File: config.mk
export PLATFORM = sky130hd
export DESIGN_NAME = mandelbrot_escape_counter_core
export DESIGN_NICKNAME = d
export VERILOG_FILES = /design/src/rtl/mec_pkg.sv /design/src/rtl/mec_mul.sv /design/src/rtl/mec_iter.sv /design/src/rtl/mandelbrot_escape_counter_core.sv
export SDC_FILE = /design/constraint.sdc
export NUM_CORES = 2
export LEC_CHECK = 0
export BUFFER_PORTS_ARGS = -buffer_cell sky130_fd_sc_hd__buf_2
export CAP_MARGIN = 10
export CELL_PAD_IN_SITES_DETAIL_PLACEMENT = 0
export CELL_PAD_IN_SITES_GLOBAL_PLACEMENT = 1
export CORE_AREA = 2 2 378 380
export DETAILED_ROUTE_END_ITERATION = 8
export DIE_AREA = 0 0 380 382
export GPL_ROUTABILITY_DRIVEN = 0
export HOLD_SLACK_MARGIN = 0.03
export PLACE_DENSITY_LB_ADDON = 0.1
export SLEW_MARGIN = 20
export SYNTH_ARGS = -nofsm -noshare
export SYNTH_HDL_FRONTEND = slang
export SYNTH_SLANG_ARGS = --single-unit
File: constraint.sdc
create_clock -name i_clk -period 33.6 [get_ports i_clk]
set_clock_uncertainty 0.1 [all_clocks]
set_input_delay 1.68 -clock i_clk [delete_from_list [all_inputs] [get_ports i_clk]]
set_output_delay 1.68 -clock i_clk [all_outputs]
set_load 0.005 [all_outputs]
File: src/rtl/mec_pkg.sv
// Shared types, constants and helpers for the escape-time counter.
// Used by mec_mul, mec_iter and mandelbrot_escape_counter_core; no dependencies.
package mec_pkg;

    localparam int INDEX_BITS = 10;
    localparam int COUNT_BITS = 16;
    localparam int FRAC_BITS  = 26;

    localparam int COORD_W  = 32;
    localparam int PROD_W   = 2 * COORD_W;
    localparam int SQ_W     = PROD_W - 1;
    localparam int STEP_W   = 31;
    localparam int MAXIT_W  = 16;
    localparam int CFG_W    = 32;
    localparam int CFG_IDX_W = 3;

    localparam int IN_W         = 2 * INDEX_BITS;
    localparam int IN_TDATA_W   = ((IN_W + 7) / 8) * 8;
    localparam int OUT_W        = 2 * INDEX_BITS + COUNT_BITS;
    localparam int OUT_TDATA_W  = ((OUT_W + 7) / 8) * 8;

    // |z|^2 bound of 4.0 at full product width.
    localparam logic [PROD_W-1:0] ESCAPE_LIMIT = PROD_W'(4) << (2 * FRAC_BITS);

    typedef enum logic [CFG_IDX_W-1:0] {
        REG_MIN_X    = 3'd0,
        REG_MIN_Y    = 3'd1,
        REG_STEP_X   = 3'd2,
        REG_STEP_Y   = 3'd3,
        REG_MAX_ITER = 3'd4
    } t_reg_idx;

    typedef enum logic [3:0] {
        ST_IDLE,
        ST_CX,
        ST_CY,
        ST_CYW,
        ST_XY,
        ST_UPD,
        ST_SQX,
        ST_SQY,
        ST_CMP,
        ST_DONE
    } t_state;

    typedef struct packed {
        logic signed [COORD_W-1:0] min_x;
        logic signed [COORD_W-1:0] min_y;
        logic [STEP_W-1:0]         step_x;
        logic [STEP_W-1:0]         step_y;
        logic [MAXIT_W-1:0]        max_iter;
    } t_cfg;

    typedef struct packed {
        logic [COUNT_BITS-1:0] count;
        logic [INDEX_BITS-1:0] col;
        logic [INDEX_BITS-1:0] row;
    } t_res;

    // Clamp a wide signed value to the signed 32-bit coordinate range.
    function automatic logic signed [COORD_W-1:0] sat_coord(input logic signed [PROD_W:0] v);
        logic signed [PROD_W:0] hi;
        logic signed [PROD_W:0] lo;
        hi = (PROD_W+1)'(2147483647);
        lo = -hi - (PROD_W+1)'(1);
        if (v > hi) begin
            return COORD_W'(hi);
        end else if (v < lo) begin
            return COORD_W'(lo);
        end
        return COORD_W'(v);
    endfunction

endpackage

File: src/rtl/mec_mul.sv
// Registered signed 32x32 multiplier shared by all products of one pixel.
// Depends on mec_pkg for widths.
module mec_mul (
    input  logic                                 i_clk,
    input  logic signed [mec_pkg::COORD_W-1:0]   i_a,
    input  logic signed [mec_pkg::COORD_W-1:0]   i_b,
    output logic signed [mec_pkg::PROD_W-1:0]    o_prod
);

    logic signed [mec_pkg::PROD_W-1:0] r_prod;

    always_ff @(posedge i_clk) begin
        r_prod <= i_a * i_b;
    end

    assign o_prod = r_prod;

endmodule

File: src/rtl/mec_iter.sv
// Sequencer and datapath for one pixel: maps row/col to c and runs z = z^2 + c.
// Depends on mec_pkg and on the shared multiplier mec_mul.
module mec_iter (
    input  logic                               i_clk,
    input  logic                               i_rst_n,
    input  mec_pkg::t_cfg                      i_cfg,
    input  logic                               i_start_valid,
    output logic                               o_start_ready,
    input  logic [mec_pkg::INDEX_BITS-1:0]     i_row,
    input  logic [mec_pkg::INDEX_BITS-1:0]     i_col,
    output logic                               o_res_valid,
    input  logic                               i_res_ready,
    output mec_pkg::t_res                      o_res
);

    mec_pkg::t_state r_state, n_state;

    logic [mec_pkg::INDEX_BITS-1:0]        r_row, r_col;
    logic signed [mec_pkg::COORD_W-1:0]    r_cx, r_cy, r_x, r_y;
    logic [mec_pkg::SQ_W-1:0]              r_xx, r_yy;
    logic signed [mec_pkg::PROD_W-1:0]     r_diff;
    logic [mec_pkg::MAXIT_W-1:0]           r_iter;

    logic signed [mec_pkg::COORD_W-1:0]    mul_a, mul_b;
    logic signed [mec_pkg::PROD_W-1:0]     prod;
    logic [mec_pkg::PROD_W-1:0]            mag;
    logic                                  escaped;
    logic                                  last_iter;

    mec_mul u_mul (
        .i_clk  (i_clk),
        .i_a    (mul_a),
        .i_b    (mul_b),
        .o_prod (prod)
    );

    assign mag       = mec_pkg::PROD_W'(r_xx) + mec_pkg::PROD_W'(prod[mec_pkg::SQ_W-1:0]);
    assign escaped   = mag > mec_pkg::ESCAPE_LIMIT;
    assign last_iter = (r_iter + 1'b1) == i_cfg.max_iter;

    // Operand selection for the shared multiplier.
    always_comb begin
        mul_a = r_x;
        mul_b = r_y;
        case (r_state)
            mec_pkg::ST_CX: begin
                mul_a = $signed(mec_pkg::COORD_W'(r_col));
                mul_b = $signed(mec_pkg::COORD_W'(i_cfg.step_x));
            end
            mec_pkg::ST_CY: begin
                mul_a = $signed(mec_pkg::COORD_W'(r_row));
                mul_b = $signed(mec_pkg::COORD_W'(i_cfg.step_y));
            end
            mec_pkg::ST_SQX: begin
                mul_a = r_x;
                mul_b = r_x;
            end
            mec_pkg::ST_SQY: begin
                mul_a = r_y;
                mul_b = r_y;
            end
            default: begin
                mul_a = r_x;
                mul_b = r_y;
            end
        endcase
    end

    always_comb begin
        n_state = r_state;
        case (r_state)
            mec_pkg::ST_IDLE: begin
                if (i_start_valid) begin
                    n_state = (i_cfg.max_iter == '0) ? mec_pkg::ST_DONE : mec_pkg::ST_CX;
                end
            end
            mec_pkg::ST_CX:  n_state = mec_pkg::ST_CY;
            mec_pkg::ST_CY:  n_state = mec_pkg::ST_CYW;
            mec_pkg::ST_CYW: n_state = mec_pkg::ST_XY;
            mec_pkg::ST_XY:  n_state = mec_pkg::ST_UPD;
            mec_pkg::ST_UPD: n_state = mec_pkg::ST_SQX;
            mec_pkg::ST_SQX: n_state = mec_pkg::ST_SQY;
            mec_pkg::ST_SQY: n_state = mec_pkg::ST_CMP;
            mec_pkg::ST_CMP: begin
                n_state = (escaped || last_iter) ? mec_pkg::ST_DONE : mec_pkg::ST_XY;
            end
            mec_pkg::ST_DONE: begin
                if (i_res_ready) begin
                    n_state = mec_pkg::ST_IDLE;
                end
            end
            default: n_state = mec_pkg::ST_IDLE;
        endcase
    end

    always_ff @(posedge i_clk) begin
        if (!i_rst_n) begin
            r_state <= mec_pkg::ST_IDLE;
        end else begin
            r_state <= n_state;
        end
    end

    always_ff @(posedge i_clk) begin
        case (r_state)
            mec_pkg::ST_IDLE: begin
                r_row  <= i_row;
                r_col  <= i_col;
                r_x    <= '0;
                r_y    <= '0;
                r_xx   <= '0;
                r_yy   <= '0;
                r_iter <= '0;
            end
            mec_pkg::ST_CY: begin
                r_cx <= mec_pkg::sat_coord((mec_pkg::PROD_W+1)'(prod)
                                           + (mec_pkg::PROD_W+1)'(i_cfg.min_x));
            end
            mec_pkg::ST_CYW: begin
                r_cy <= mec_pkg::sat_coord((mec_pkg::PROD_W+1)'(prod)
                                           + (mec_pkg::PROD_W+1)'(i_cfg.min_y));
            end
            mec_pkg::ST_XY: begin
                r_diff <= $signed({1'b0, r_xx}) - $signed({1'b0, r_yy});
            end
            mec_pkg::ST_UPD: begin
                // Arithmetic shifts round toward minus infinity; x*y >> (F-1) is 2xy.
                r_y <= mec_pkg::sat_coord((mec_pkg::PROD_W+1)'(prod >>> (mec_pkg::FRAC_BITS - 1))
                                          + (mec_pkg::PROD_W+1)'(r_cy));
                r_x <= mec_pkg::sat_coord((mec_pkg::PROD_W+1)'(r_diff >>> mec_pkg::FRAC_BITS)
                                          + (mec_pkg::PROD_W+1)'(r_cx));
            end
            mec_pkg::ST_SQY: begin
                r_xx <= prod[mec_pkg::SQ_W-1:0];
            end
            mec_pkg::ST_CMP: begin
                r_yy <= prod[mec_pkg::SQ_W-1:0];
                if (!escaped) begin
                    r_iter <= r_iter + 1'b1;
                end
            end
            default: begin
            end
        endcase
    end

    assign o_start_ready = (r_state == mec_pkg::ST_IDLE);
    assign o_res_valid   = (r_state == mec_pkg::ST_DONE);
    assign o_res.row     = r_row;
    assign o_res.col     = r_col;
    assign o_res.count   = mec_pkg::COUNT_BITS'(r_iter);

endmodule

File: src/rtl/mandelbrot_escape_counter_core.sv
// Top level of the escape-time counter: configuration registers, stream ports
// and output register. Depends on mec_pkg and mec_iter.
//
//  Channel   Direction  Signals                          Payload
//  s (pixel) in         i_s_tvalid/o_s_tready/i_s_tdata  row, col
//  m (count) out        o_m_tvalid/i_m_tready/o_m_tdata  row_out, col_out, iteration_count
//  cfg       in         i_cfg_we/i_cfg_index/i_cfg_wdata register write
//
// A pixel runs the setup states CX, CY and CYW, then XY, UPD, SQX, SQY and CMP for
// each iteration, all on the one shared multiplier (products col*step_x, row*step_y,
// then x*y, x*x and y*y per iteration); the result then moves to the output register.
// Reset is synchronous and active low; it loads the default view registers.
// The next pixel is taken once the result has moved to the output register,
// so a stalled output holds at most one finished pixel plus one in flight.
module mandelbrot_escape_counter_core (
    input  logic                                i_clk,
    input  logic                                i_rst_n,
    input  logic                                i_s_tvalid,
    output logic                                o_s_tready,
    input  logic [mec_pkg::IN_TDATA_W-1:0]      i_s_tdata,   // row, col
    output logic                                o_m_tvalid,
    input  logic                                i_m_tready,
    output logic [mec_pkg::OUT_TDATA_W-1:0]     o_m_tdata,   // row_out, col_out, iteration_count
    input  logic                                i_cfg_we,
    input  logic [mec_pkg::CFG_IDX_W-1:0]       i_cfg_index,
    input  logic [mec_pkg::CFG_W-1:0]           i_cfg_wdata
);

    mec_pkg::t_cfg r_cfg;
    mec_pkg::t_res r_out;
    logic          r_out_valid;

    mec_pkg::t_res iter_res;
    logic          iter_valid;
    logic          iter_ready;

    always_ff @(posedge i_clk) begin
        if (!i_rst_n) begin
            r_cfg.min_x    <= -mec_pkg::COORD_W'(134217728);
            r_cfg.min_y    <= -mec_pkg::COORD_W'(100663296);
            r_cfg.step_x   <= mec_pkg::STEP_W'(196608);
            r_cfg.step_y   <= mec_pkg::STEP_W'(196608);
            r_cfg.max_iter <= mec_pkg::MAXIT_W'(256);
        end else if (i_cfg_we) begin
            case (mec_pkg::t_reg_idx'(i_cfg_index))
                mec_pkg::REG_MIN_X:    r_cfg.min_x    <= $signed(i_cfg_wdata);
                mec_pkg::REG_MIN_Y:    r_cfg.min_y    <= $signed(i_cfg_wdata);
                mec_pkg::REG_STEP_X:   r_cfg.step_x   <= i_cfg_wdata[mec_pkg::STEP_W-1:0];
                mec_pkg::REG_STEP_Y:   r_cfg.step_y   <= i_cfg_wdata[mec_pkg::STEP_W-1:0];
                mec_pkg::REG_MAX_ITER: r_cfg.max_iter <= i_cfg_wdata[mec_pkg::MAXIT_W-1:0];
                default: begin
                end
            endcase
        end
    end

    mec_iter u_iter (
        .i_clk         (i_clk),
        .i_rst_n       (i_rst_n),
        .i_cfg         (r_cfg),
        .i_start_valid (i_s_tvalid),
        .o_start_ready (o_s_tready),
        .i_row         (i_s_tdata[mec_pkg::INDEX_BITS-1:0]),
        .i_col         (i_s_tdata[2*mec_pkg::INDEX_BITS-1:mec_pkg::INDEX_BITS]),
        .o_res_valid   (iter_valid),
        .i_res_ready   (iter_ready),
        .o_res         (iter_res)
    );

    assign iter_ready = !r_out_valid || i_m_tready;

    always_ff @(posedge i_clk) begin
        if (!i_rst_n) begin
            r_out_valid <= 1'b0;
        end else if (iter_ready) begin
            r_out_valid <= iter_valid;
        end
    end

    always_ff @(posedge i_clk) begin
        if (iter_ready && iter_valid) begin
            r_out <= iter_res;
        end
    end

    assign o_m_tvalid = r_out_valid;
    assign o_m_tdata  = mec_pkg::OUT_TDATA_W'(r_out);

endmodule
* Word level (Yosys, flattened, before mapping) *
Index checks and enable logic that the tools add are counted.
W data, S select, Z words.

operators by class
  add/subtract/negate cells = 7
  multipliers = 1
  $lt $le $gt $ge = 9
  eq/ne operators = 17
  multiplexer cells = 37
  reduce and logical (&&, ||, !) cells = 17

operators by type and width
  kind                     count
  $mux W32                 12
  $gt A65 B32 Y1 const B   4
  $lt A65 B32 Y1 const B   4
  $pmux W63 S2             2
  $pmux W32 S3             2
  $add A64 B32 Y65         2
  $pmux W32 S2             2
  $add A63 B63 Y64         1
  $gt A64 B55 Y1 const B   1
  $mul A32 B32 Y64         1
  $sub A63 B63 Y64         1
  $add A39 B32 Y40         1
  $pmux W4 S10             1
  $add A38 B32 Y39         1
  $pmux W16 S2             1
  $add A16 B1 Y16 const B  1
  $eq A16 B16 Y1           1
  $eq A4 B3 Y1 const B     4
  $logic_not A16 Y1        1
  $mux W16                 1
  $mux W4                  4
  $reduce_and A2 Y1        7
  $mux W1                  12
  $eq A4 B2 Y1 const B     2
  other kinds (13)         19

storage, ports and cells
  flip-flop bits (word level) = 601
  logic and storage cells = 109

* Longest topological paths before layout *
  depth in word-level cells = 7
  mapped depth = 40

* Cells and area by module *
A second synthesis with hierarchy kept.

unflattened totals
  cell total of the unflattened synthesis = 8,251
  area, all modules = 76,324.5 um2

modules (own cells, without submodules)
  module                          times used  cells an instance  area each (um2)  seq. area each (um2)
  mec_mul                         1           3,927              37,412.1         1,281.2
  mec_iter                        1           3,768              32,494.9         9,929.5
  mandelbrot_escape_counter_core  1           556                6,417.4          3,943.8

* Worst setup path after synthesis *
Ideal clock, no wire load.

  path kind = register to register
  start = register u_iter.r_state[1]
  end = register u_iter.u_mul.r_prod (netlist bit u_iter.u_mul.o_prod[57])
  arrival time = 10.388 ns
  setup slack = 22.989 ns
  cell stages (with the launch flop) = 39
  buffers on the path = 5
  clock period less this slack = 10.611 ns
  cells stage by stage = dfxtp_1 -> clkbuf_1 -> nand2_1 -> or2_2 -> clkbuf_1 -> nor2_1 -> clkbuf_1 -> a222oi_1 -> nand2_1 -> o21a_1 -> clkbuf_1 -> clkbuf_1 -> nand2_1 -> fa_1 -> fa_1 -> inv_1 -> fa_1 -> inv_1 -> (+3 left out) -> fa_1 -> fa_1 -> inv_1 -> fa_1 -> inv_1 -> ha_1 -> nand3_1 -> nor2_1 -> and2_1 -> and2_1 -> o41ai_1 -> o211a_1 -> o41ai_1 -> a311o_1 -> a21o_1 -> a41oi_1 -> mux2i_1 -> nand3_1

on the way
  word-level cells in the longest chain between the ends = 3
  elaborated cells on any way between the ends = 7

ends and longest elaborated chain
  element                                     line             text
  start: declaration                          mec_iter.sv:16   mec_pkg::t_state r_state, n_state;
  start signal: assignment                    mec_iter.sv:98   r_state <= mec_pkg::ST_IDLE;
  start signal: assignment                    mec_iter.sv:100  r_state <= n_state;
  $eq A4 B3 Y1, or another cell as far along  mec_iter.sv:45   case (r_state)
  $pmux W32 S3                                mec_iter.sv:45
  $mul A32 B32 Y64 (*)                        mec_mul.sv:13    r_prod <= i_a * i_b;
  end signal: assignment                      mec_mul.sv:13
  end: declaration                            mec_mul.sv:10    logic signed [mec_pkg::PROD_W-1:0] r_prod;

Mark *: on every way between the ends. The rest lies on a longest branch, timed or not.
A chain may end at the register's enable or synchronous reset.

* Worst setup path in the final report *
Same ends and word-level chain as after synthesis.

==> out/metrics.cfg <==
[outcome]
outcome = complete, no violations

[synth]
synth.distinct_cells = 104
synth_cells = 8697
async_flop_share_pct = 0
ys_ff_latch = 575
yosysSeqAreaShare_pct = 19.6
synthFlopType = edfxtp_1
syn_avg_cell_area_um2 = 8.88
synth_edf_count = 364
yosysWarningCount = 0
synth_area_um2 = 77200

[clock_network]
cts-hold-fix-buffers = 0
cts_tree = done
clock-sinks = 575
ctsResizeCount = 0
cts_buffer_depth = 3
clk_pin_slew_ns = 0.06
htree_levels = 3
insertion_delay_ns = 0.69
root_buffer = clkbuf_16
postCtsSetupRepairBufs = 0
cts_made_buffers = 68

[detailed_routing]
first_iter_violations = 6487
drt_pass1_iterations = 8
post-route-drc-count = 0
ant_nets = 0
detail_route.vias_per_cell = 6.13
via_count = 64900
detail_route.wirelength_um = 270000
wl_per_cell_um = 25.6

[placement]
post-place-ws_ns = 21.46
portBuffers = 97
place_hpwl_um = 215000

[die]
dieArea_um2 = 145000
initial_core_util_pct = 54.8
die_h_um = 382
die_w_um = 380
io-pin-count = 106
rows = 138
coreArea_um2 = 141000

[global_route]
grt_pass1_vias = 64000
gr-total-overflow = 0
antenna_found_initial = 22
grt.total_usage_pct = 37.4
grt_pass1_wl_um = 407000
grt_max_degree = 102

[finish]
drive_gt1_share_pct = 5.91
final_cell_mix = 1205 x inv_1, 1087 x fa_1, 1080 x nand2_1, 817 x nor2_1, 515 x ha_1
final_util_pct = 58.5
area_growth_pct = 6.82
mostFrequentLayoutCell = inv_1
fin_nets = 10300

[timing]
tightestPinTransition_ns = 1.22
period_share_pct = 36.6
hold_viol_final = 0
setup_violations = 0
grt_setup_unrepaired = no
finalMaxSlewViolations = 0
fin_ws_ns = 21.29
setup_tns_ns = 0
timing.hold.ws_ns = 0.367
max_freq_mhz = 81.2
period_needed_ns = 12.31
relSlewSlack_pct = 18.6

[critical_path]
cp_slowest_cell = a22oi_1
critPathKind = reg2reg
start_kind = register
crit_end = u_iter.u_mul.o_prod[57]
worstSetupStartpoint = u_iter.r_state[1]
r2r_end = u_iter.u_mul.o_prod[57]
critical_path_buf_inv_count = 8
cp-end-kind = register
r2r_setup_slack_ns = 21.29
cp.required_ns = 34.06
crit_family = adder cells
cp.arrival_ns = 12.77
reg2reg_depth = 35
crit_top_cell = fa_1
cpPeakStageDelay_ns = 0.81
crit_fanout = 36
r2r-start = u_iter.r_state[1]
path_depth = 35

[flow_run]
cap_violations = 0

[min_path]
hp-class = reg2reg

cells in the mapped netlist, drive strengths merged, types with 35 or more instances:
master	number	area, µm²
and2	186	1160
nor4	39	244
fa	1087	21800
a21o	248	1860
or2	35	219
xnor2	183	1600
dfxtp	211	4220
inv	1205	4520
o211ai	61	468
or3	41	257
a21boi	146	1100
nor2	823	3090
and3	55	349
nand4	114	713
o21bai	57	428
mux2i	41	410
ha	515	6440
xor2	152	1330
edfxtp	364	10900
a21oi	417	2090
buf	39	220
nand2b	48	300
a211oi	58	440
a221oi	45	413
clkbuf	368	1380
nor2b	35	219
o21ai	332	1660
o21a	59	443
nand2	1081	4060
a31oi	42	269
nand3	135	681
nor3	86	430
state kept, by name, indices dropped and copies added (netlist names):
register and cells:
u_iter.r_iter 16, o_m_tdata 36, u_iter.r_y 32, u_iter.r_diff 38, u_iter.r_row 10, u_iter.r_x 32, u_iter.u_mul.o_prod 64, o_m_tvalid 1
u_iter.r_xx 63, u_iter.r_cy 32, r_cfg 142, u_iter.r_cx 32, u_iter.r_yy 63, u_iter.r_col 10, u_iter.r_state 4
worst register-to-register path, delay by kind of cell (launching register included):
| kind | cells | cell delay [ns] |
|---|---|---|
| multiplexers | 1 | 0.24 |
| AND/OR/NAND/NOR | 10 | 2.28 |
| AO/OA/AOI/OAI | 7 | 2.69 |
| buffers and inverters | 8 | 1.72 |
| adder cells (fa/ha/maj) | 9 | 4.59 |
| flip-flops | 1 | 0.55 |
cell type report:
class	instances	area [µm²]
inverters	1206	4530
multi-input cells	6512	56300
fillers	12700	58400
well taps	1890	2360
diodes	3	7.51
flip-flops and latches	575	15200
clock buffers	88	1900
repair buffers	274	1820
clock inverters	37	349
metrics by stage:
stage | cells | area (µm²)
2_1_floorplan | 8700 | 77200
3_5_place_dp | 10500 | 80200
4_1_cts | 10600 | 82500
5_1_grt | 10600 | 82500
3_3_place_gp | 10500 | 80200
6_report | 10600 | 82500
metal layers:
| layer | global-route usage [%] | part of all wire, % | vias to the layer above |
|---|---|---|---|
| met1 | 49.8 | 39 | 32300 |
| met5 | 0 | 0.017 | - |
| li1 | - | - | 28800 |
| met3 | 7.29 | 9.7 | 675 |
| met2 | 58.1 | 44 | 3081 |
| met4 | 19.9 | 6.6 | 6 |
kinds of logic (layout without fill, tap and decap cells):
| group | count (synthesis) | in the layout | synth area share (%) |
|---|---|---|---|
| buf+inv | 1613 | 1605 | 7.94 |
| fa+ha+maj | 1602 | 1602 | 36.5 |
| compound gates | 1775 | 1775 | 15.5 |
| mux | 46 | 46 | 0.605 |
| xor+xnor | 335 | 335 | 3.80 |
| simple gates | 2750 | 2750 | 16.0 |
| other cells | 1 | 7 | 0.00486 |
| flops | 575 | 575 | 19.6 |
how the worst min path moves through the flow:
stage / from / endpoint / depth (start not counted)
after floorplan: u_iter.r_col[0] / o_m_tdata[10] / 0
after global placement: r_cfg[19] / r_cfg[19] / 2
after detailed placement: r_cfg[32] / r_cfg[32] / 2
after CTS: r_cfg[26] / r_cfg[26] / 2
after global routing: r_cfg[51] / r_cfg[51] / 2
final: r_cfg[26] / r_cfg[26] / 2
Power is left out: the tool's default activity adds up to more than one toggle a clock period on the data nets, which glitch-free logic cannot reach.
